## config.mk

```make
export PLATFORM = sky130hd
export DESIGN_NAME = gradient_magnitude_direction
export DESIGN_NICKNAME = d
export VERILOG_FILES = /design/src/hdl/gmd_pkg.sv /design/src/hdl/gmd_front.sv /design/src/hdl/gmd_stage.sv /design/src/hdl/gmd_final.sv /design/src/hdl/gradient_magnitude_direction.sv
export SDC_FILE = /design/constraint.sdc
export NUM_CORES = 2
export LEC_CHECK = 0
export BUFFER_PORTS_ARGS = -buffer_cell sky130_fd_sc_hd__buf_2
export CAP_MARGIN = 20
export CORE_MARGIN = 1.5
export CORE_UTILIZATION = 55
export CTS_CLUSTER_DIAMETER = 30
export CTS_CLUSTER_SIZE = 24
export DETAILED_ROUTE_END_ITERATION = 16
export MAX_ROUTING_LAYER = met4
export PLACE_DENSITY = 0.71
export SLEW_MARGIN = 25
export SYNTH_ARGS = -nofsm -noshare
export SYNTH_HDL_FRONTEND = slang
export SYNTH_SLANG_ARGS = --single-unit
export TNS_END_PERCENT = 50
```

## constraint.sdc

```tcl
create_clock -name clk_i -period 17 [get_ports clk_i]
set_clock_uncertainty 0.15 [all_clocks]
set_input_delay 3.4 -clock clk_i [delete_from_list [all_inputs] [get_ports clk_i]]
set_output_delay 3.4 -clock clk_i [all_outputs]
set_load 0.05 [all_outputs]
```

## src/hdl/gmd_pkg.sv

```systemverilog
// shared constants, types and the arctangent table for the gradient magnitude and direction block
package gmd_pkg;

  localparam int GRAD_WIDTH    = 11;
  localparam int CORDIC_STAGES = 14;
  localparam int MAG_W         = 14;
  localparam int ANG_W         = 13;

  localparam int PRESCALE   = 40 - GRAD_WIDTH;
  localparam int XY_W       = 43;
  localparam int ACC_W      = 34;
  localparam int ANG_FRAC   = 20;
  localparam int ANG_LIMIT  = 2048;

  localparam int SQ_W       = 2 * GRAD_WIDTH + 6;
  localparam int ROOT_W     = GRAD_WIDTH + 3;
  localparam int REM_W      = ROOT_W + 2;
  localparam int REM_T_W    = REM_W + 2;
  localparam int SQRT_STEPS = ROOT_W;
  localparam int MAG_EXT_W  = (ROOT_W > MAG_W) ? ROOT_W + 1 : MAG_W + 1;

  localparam int N_STAGES   = (CORDIC_STAGES > SQRT_STEPS) ? CORDIC_STAGES : SQRT_STEPS;
  localparam int IDX_W      = $clog2(N_STAGES);

  localparam int ATAN_ENTRIES = 24;
  localparam int ATAN_IDX_W   = 5;

  localparam logic signed [ACC_W-1:0] ACC_PI   = ACC_W'(64'd1 << 31);
  localparam logic signed [ACC_W:0]   ANG_HALF = (ACC_W + 1)'(64'd1 << (ANG_FRAC - 1));

  localparam logic [31:0] ATAN_TURNS [ATAN_ENTRIES] = '{
    32'h20000000, 32'h12E4051E, 32'h09FB385B, 32'h051111D4,
    32'h028B0D43, 32'h0145D7E1, 32'h00A2F61E, 32'h00517C55,
    32'h0028BE53, 32'h00145F2F, 32'h000A2F98, 32'h000517CC,
    32'h00028BE6, 32'h000145F3, 32'h0000A2F9, 32'h0000517C,
    32'h000028BE, 32'h0000145F, 32'h00000A2F, 32'h00000518,
    32'h0000028C, 32'h00000146, 32'h000000A3, 32'h00000051
  };

  typedef struct packed {
    logic signed [XY_W-1:0]  x;
    logic signed [XY_W-1:0]  y;
    logic signed [ACC_W-1:0] acc;
    logic                    zero;
    logic [SQ_W-1:0]         rad;
    logic [REM_W-1:0]        rem;
    logic [ROOT_W-1:0]       root;
  } gmd_data_t;

  function automatic logic signed [ACC_W-1:0] gmd_atan(input logic [ATAN_IDX_W-1:0] i);
    logic signed [ACC_W-1:0] r;
    r = '0;
    if (int'(i) < ATAN_ENTRIES) begin
      r = ACC_W'({1'b0, ATAN_TURNS[i]});
    end
    return r;
  endfunction

endpackage

```

## src/hdl/gmd_front.sv

```systemverilog
// input stage: squares for the magnitude and quadrant folding for the angle
module gmd_front import gmd_pkg::*; (
  input  logic                         clk_i,
  input  logic                         rst_ni,
  input  logic                         en_i,
  input  logic                         valid_i,
  input  logic signed [GRAD_WIDTH-1:0] grad_x_i,
  input  logic signed [GRAD_WIDTH-1:0] grad_y_i,
  output logic                         valid_o,
  output gmd_data_t                    data_o
);

  logic [GRAD_WIDTH-1:0]   abs_x, abs_y;
  logic [2*GRAD_WIDTH-1:0] sq_x, sq_y;
  logic [2*GRAD_WIDTH:0]   sq_sum;
  logic signed [XY_W-1:0]  x_s, y_s;
  logic                    valid_q;
  gmd_data_t               data_d, data_q;

  always_comb begin
    abs_x  = grad_x_i[GRAD_WIDTH-1] ? GRAD_WIDTH'(-grad_x_i) : grad_x_i;
    abs_y  = grad_y_i[GRAD_WIDTH-1] ? GRAD_WIDTH'(-grad_y_i) : grad_y_i;
    sq_x   = abs_x * abs_x;
    sq_y   = abs_y * abs_y;
    sq_sum = (2 * GRAD_WIDTH + 1)'(sq_x) + (2 * GRAD_WIDTH + 1)'(sq_y);
    x_s    = XY_W'(grad_x_i) <<< PRESCALE;
    y_s    = XY_W'(grad_y_i) <<< PRESCALE;

    data_d      = '0;
    data_d.rad  = SQ_W'({sq_sum, 6'b0});
    data_d.zero = (grad_x_i == '0) && (grad_y_i == '0);
    if (grad_x_i[GRAD_WIDTH-1]) begin
      data_d.x   = -x_s;
      data_d.y   = -y_s;
      data_d.acc = grad_y_i[GRAD_WIDTH-1] ? -ACC_PI : ACC_PI;
    end else begin
      data_d.x   = x_s;
      data_d.y   = y_s;
      data_d.acc = '0;
    end
  end

  always_ff @(posedge clk_i or negedge rst_ni) begin
    if (!rst_ni) begin
      valid_q <= 1'b0;
    end else if (en_i) begin
      valid_q <= valid_i;
    end
  end

  always_ff @(posedge clk_i) begin
    if (en_i) begin
      data_q <= data_d;
    end
  end

  assign valid_o = valid_q;
  assign data_o  = data_q;

endmodule

```

## src/hdl/gmd_stage.sv

```systemverilog
// one pipeline stage: a cordic vectoring iteration and one square root digit
module gmd_stage import gmd_pkg::*; (
  input  logic             clk_i,
  input  logic             rst_ni,
  input  logic             en_i,
  input  logic [IDX_W-1:0] idx_i,
  input  logic             valid_i,
  input  gmd_data_t        data_i,
  output logic             valid_o,
  output gmd_data_t        data_o
);

  logic signed [XY_W-1:0]  xs, ys;
  logic signed [ACC_W-1:0] atan_v;
  logic [REM_T_W-1:0]      rem_t, trial;
  logic                    valid_q;
  gmd_data_t               data_d, data_q;

  always_comb begin
    data_d = data_i;
    xs     = data_i.x >>> idx_i;
    ys     = data_i.y >>> idx_i;
    atan_v = gmd_atan(ATAN_IDX_W'(idx_i));
    rem_t  = {data_i.rem, data_i.rad[SQ_W-1 -: 2]};
    trial  = REM_T_W'({data_i.root, 2'b01});

    if (int'(idx_i) < CORDIC_STAGES) begin
      if (!data_i.y[XY_W-1]) begin
        data_d.x   = data_i.x + ys;
        data_d.y   = data_i.y - xs;
        data_d.acc = data_i.acc + atan_v;
      end else begin
        data_d.x   = data_i.x - ys;
        data_d.y   = data_i.y + xs;
        data_d.acc = data_i.acc - atan_v;
      end
    end

    if (int'(idx_i) < SQRT_STEPS) begin
      data_d.rad = {data_i.rad[SQ_W-3:0], 2'b00};
      if (rem_t >= trial) begin
        data_d.rem  = REM_W'(rem_t - trial);
        data_d.root = {data_i.root[ROOT_W-2:0], 1'b1};
      end else begin
        data_d.rem  = REM_W'(rem_t);
        data_d.root = {data_i.root[ROOT_W-2:0], 1'b0};
      end
    end
  end

  always_ff @(posedge clk_i or negedge rst_ni) begin
    if (!rst_ni) begin
      valid_q <= 1'b0;
    end else if (en_i) begin
      valid_q <= valid_i;
    end
  end

  always_ff @(posedge clk_i) begin
    if (en_i) begin
      data_q <= data_d;
    end
  end

  assign valid_o = valid_q;
  assign data_o  = data_q;

endmodule

```

## src/hdl/gmd_final.sv

```systemverilog
// output stage: magnitude rounding, angle rounding and saturation, output register
module gmd_final import gmd_pkg::*; (
  input  logic                    clk_i,
  input  logic                    rst_ni,
  input  logic                    en_i,
  input  logic                    valid_i,
  input  gmd_data_t               data_i,
  output logic                    valid_o,
  output logic [MAG_W-1:0]        magnitude_o,
  output logic signed [ANG_W-1:0] angle_o
);

  logic [MAG_EXT_W-1:0]    mag_ext;
  logic                    round_up;
  logic signed [ACC_W:0]   acc_r, ang_r;
  logic signed [ANG_W-1:0] ang_sat;
  logic                    valid_q;
  logic [MAG_W-1:0]        mag_d, mag_q;
  logic signed [ANG_W-1:0] ang_d, ang_q;

  always_comb begin
    round_up = (REM_T_W'(data_i.rem) > REM_T_W'(data_i.root));
    mag_ext  = MAG_EXT_W'(data_i.root) + MAG_EXT_W'(round_up);
    mag_d    = mag_ext[MAG_W-1:0];

    acc_r = (ACC_W + 1)'(data_i.acc) + ANG_HALF;
    ang_r = acc_r >>> ANG_FRAC;
    if (ang_r > (ACC_W + 1)'(ANG_LIMIT)) begin
      ang_sat = ANG_W'(ANG_LIMIT);
    end else if (ang_r < -((ACC_W + 1)'(ANG_LIMIT))) begin
      ang_sat = -(ANG_W'(ANG_LIMIT));
    end else begin
      ang_sat = ANG_W'(ang_r);
    end
    ang_d = data_i.zero ? '0 : ang_sat;
  end

  always_ff @(posedge clk_i or negedge rst_ni) begin
    if (!rst_ni) begin
      valid_q <= 1'b0;
    end else if (en_i) begin
      valid_q <= valid_i;
    end
  end

  always_ff @(posedge clk_i) begin
    if (en_i) begin
      mag_q <= mag_d;
      ang_q <= ang_d;
    end
  end

  assign valid_o     = valid_q;
  assign magnitude_o = mag_q;
  assign angle_o     = ang_q;

endmodule

```

## src/hdl/gradient_magnitude_direction.sv

```systemverilog
// top level of the gradient magnitude and direction pipeline
//
//   channel   handshake            payload
//   input     valid_i / stall_o    grad_x_i, grad_y_i
//   output    valid_o / stall_i    magnitude_o, angle_o
//
// one transaction per cycle sustained while stall_i stays low; the registers in order are
// the input stage, one stage per cordic iteration / root digit, and the output register
// the longest path is one 43-bit cordic add/sub or one root-digit subtract per stage
// reset clears only the valid bits; no clearing pass
// each stage holds when it is full and the stage after it holds, so bubbles
// close up and new transactions are taken while a result waits on the output
module gradient_magnitude_direction import gmd_pkg::*; (
  input  logic                         clk_i,
  input  logic                         rst_ni,
  input  logic                         valid_i,
  output logic                         stall_o,
  input  logic signed [GRAD_WIDTH-1:0] grad_x_i,
  input  logic signed [GRAD_WIDTH-1:0] grad_y_i,
  output logic                         valid_o,
  input  logic                         stall_i,
  output logic [MAG_W-1:0]             magnitude_o,
  output logic signed [ANG_W-1:0]      angle_o
);

  logic [N_STAGES+1:0] en;
  logic [N_STAGES+1:0] vld;
  gmd_data_t           data_s [N_STAGES+1];

  assign en[N_STAGES+1] = !vld[N_STAGES+1] || !stall_i;

  for (genvar k = 0; k <= N_STAGES; k++) begin : g_en
    assign en[k] = !vld[k] || en[k+1];
  end

  assign stall_o = !en[0];

  gmd_front u_front (
    .clk_i    (clk_i),
    .rst_ni   (rst_ni),
    .en_i     (en[0]),
    .valid_i  (valid_i),
    .grad_x_i (grad_x_i),
    .grad_y_i (grad_y_i),
    .valid_o  (vld[0]),
    .data_o   (data_s[0])
  );

  for (genvar k = 1; k <= N_STAGES; k++) begin : g_stage
    gmd_stage u_stage (
      .clk_i   (clk_i),
      .rst_ni  (rst_ni),
      .en_i    (en[k]),
      .idx_i   (IDX_W'(k - 1)),
      .valid_i (vld[k-1]),
      .data_i  (data_s[k-1]),
      .valid_o (vld[k]),
      .data_o  (data_s[k])
    );
  end

  gmd_final u_final (
    .clk_i       (clk_i),
    .rst_ni      (rst_ni),
    .en_i        (en[N_STAGES+1]),
    .valid_i     (vld[N_STAGES]),
    .data_i      (data_s[N_STAGES]),
    .valid_o     (vld[N_STAGES+1]),
    .magnitude_o (magnitude_o),
    .angle_o     (angle_o)
  );

  assign valid_o = vld[N_STAGES+1];

endmodule

```

==> flow_summary.toml <==
[floorplan]
coreArea_sq_um = 225000
start_util_pct = 55.5
io_pins = 55
fp.dieArea_sq_um = 230000
num_rows = 174
die_x_um = 480
die_y_um = 480

[setup_path]
critPathTopFamily = "adder cells"
worstReg2RegEnd = "g_stage[9].u_stage.data_o[133]"
reg2regPathDepth = 20
reg2reg_slack_ns = 10.72
startpoint_type = "input pin"
r2r_start = "g_stage[8].u_stage.data_o[148]"
worst-path-buf-inv = 8
crit_path_end_kind = "flip-flop"
crit_fanout = 10
crit_required_ns = 17.47
crit_path_top_delay_cell = "xor2_1"
crit_arrival_ns = 12.73
crit_type = "input pin to flip-flop"
critPathMaxStageDelay_ns = 0.64
cp_common_cell = "fa_1"
critical_path.startpoint = "grad_y_i[0]"

[route]
drc = 0
antenna_left = 0
route.detailed.wl_per_inst_um = 17.3
avgViaCountPerCell = 5.71
dr.first_iter.drc_count = 5152
drt-total-wl_um = 277000
dr.pass1.iters = 6
vias = 91443

[timing]
worst_slew_pin_slew_ns = 1.00
max_slew_margin_pct = 32.5
report.final.hold_viol_count = 0
fin_crit_ns = 12.26
finalSetupTns_ns = 0
timing.fmax_ghz = 0.0815
rsz0062_at_grt = "no"
setup_viol = 0
slew_viol_final = 0
period_share_pct = 72.1

[final_layout]
drive_gt1_share_pct = 6.59
instances_no_fill = 16028
final_cell_mix = "1619 x edfxtp_1, 1324 x ha_1, 1182 x nor2_1"
nNetsFinal = 14314
area.growth.synth_to_final_pct = 12.3
final_common_cell = "edfxtp_1"

[global_routing]
antenna_found_initial = 1
use_met1_pct = 29.8
grt_pass1_wl_um = 454000
grt_pass1_vias = 91315
met3_usage_pct = 2.77
grt_start_max_net_pins = 136
grt.total_usage_pct = 24.4
grtUsageMet2_pct = 41.8
busiest_layer = "met2"
grt_overflow = 0

[cts]
cts.sinks = 1635
htree_num_levels = 5
clockBufferDepth = 4
hold_buffers = 0
post_cts_buffers = 0
clkLatencyLatePin_ns = 0.96
cts-resized-gates = 0
cts_tree = "done"
path_clk_slew_ns = 0.04
root_buffer = "clkbuf_16"
cts-buffers-inserted = 348

[synth]
ys.flop_type = "edfxtp_1"
yosys_warnings = 0
synthDistinctLibCells = 112
syn_area_sq_um = 125000
synth-seq-cells = 1635
syn_area_per_cell_sq_um = 10.0
async_flop_share_pct = 0.979
synth_edf_count = 1619
syn_inst = 12472
ys_seq_area_share_pct = 39.2

[place]
portBuffers = 54
place_inst = 15410
gp_congestion = 0.931
dp_hpwl_um = 218000

[min_path]
hold_depth = 0
hp-class = "flip-flop to flip-flop"
min_to = "g_stage[8].u_stage.data_o[55]"
holdCritStartpoint = "g_stage[7].u_stage.data_o[53]"

[run]
drv_cap = 0

[run_status]
status = "finished, final reports clean"
-- metal layers --
metal / up-vias / part of all wire, %
met5: - / 0
met3: 615 / 3.4
li1: 45835 / -
met1: 43102 / 44
met4: 0 / 3.3
met2: 1891 / 49
-- cells in the mapped netlist, types with 184 or more instances --
| cell type | n | area, sq um |
|---|---|---|
| inv_1 | 869 | 3260 |
| nor2_1 | 1182 | 4440 |
| xor2_1 | 581 | 5090 |
| ha_1 | 1324 | 16600 |
| edfxtp_1 | 1619 | 48600 |
| nand2b_1 | 227 | 1420 |
| a21oi_1 | 1166 | 5840 |
| nand2_1 | 628 | 2360 |
| fa_1 | 196 | 3920 |
| o21ai_0 | 468 | 2340 |
| nand3_1 | 194 | 971 |
| xnor2_1 | 1094 | 9580 |
| nor2b_1 | 184 | 1150 |
| nor3_1 | 330 | 1650 |
| a21o_1 | 467 | 3510 |
-- state kept, by name, indices dropped and copies added, names as in the netlist --
| register | count |
|---|---|
| u_final.magnitude_o | 14 |
| g_stage.u_stage.data_o | 1539 |
| u_final.angle_o | 13 |
| u_front.data_o | 53 |
| g_stage.u_stage.valid_o | 14 |
| u_final.valid_o | 1 |
| u_front.valid_o | 1 |
-- cell type report --
class	count	area, sq um
Tap cell	2992	3740
Clock inverter	228	2410
Clock buffer	389	8970
Antenna cell	1	2.50
Multi-Input combinational cell	9786	72100
Fill cell	18146	85000
Inverter	881	3320
Timing Repair Buffer	116	761
Sequential cell	1635	49000
-- metrics by stage --
stage	instance area (sq um)	utilization [%]	setup slack, ns	hold slack (ns)
floorplan	125000	-	0.460	0.250
global placement	129000	57.2	3.73	0.250
detailed placement	129000	57.2	3.75	0.255
CTS	140000	62.3	4.69	0.238
global route	140000	62.3	4.20	0.249
finish	140000	62.3	4.74	0.235
-- cell families (layout without fill, tap and decap cells) --
group	count (synthesis)	count (layout)	share of synthesized area, %
simple gates	3438	3438	13.4
flops	1635	1635	39.2
other cells	1	5	0.00300
compound gates	3087	3087	15.5
fa+ha+maj	1520	1520	16.4
buf+inv	1054	1614	3.18
mux	62	62	0.540
xor+xnor	1675	1675	11.7
-- worst max path at each step --
stage / end / slack, ns / cells after the start
2_1_floorplan: stall_o / 0.46 / 11
3_3_place_gp: u_front.data_o[57] / 3.73 / 32
3_5_place_dp: u_front.data_o[57] / 3.75 / 32
4_1_cts: u_front.data_o[57] / 4.69 / 32
5_1_grt: u_front.data_o[57] / 4.20 / 32
6_report: u_front.data_o[57] / 4.74 / 32
Power is not shown: default switching activity piles up to over one toggle a cycle in this logic, so the estimate is an artifact.
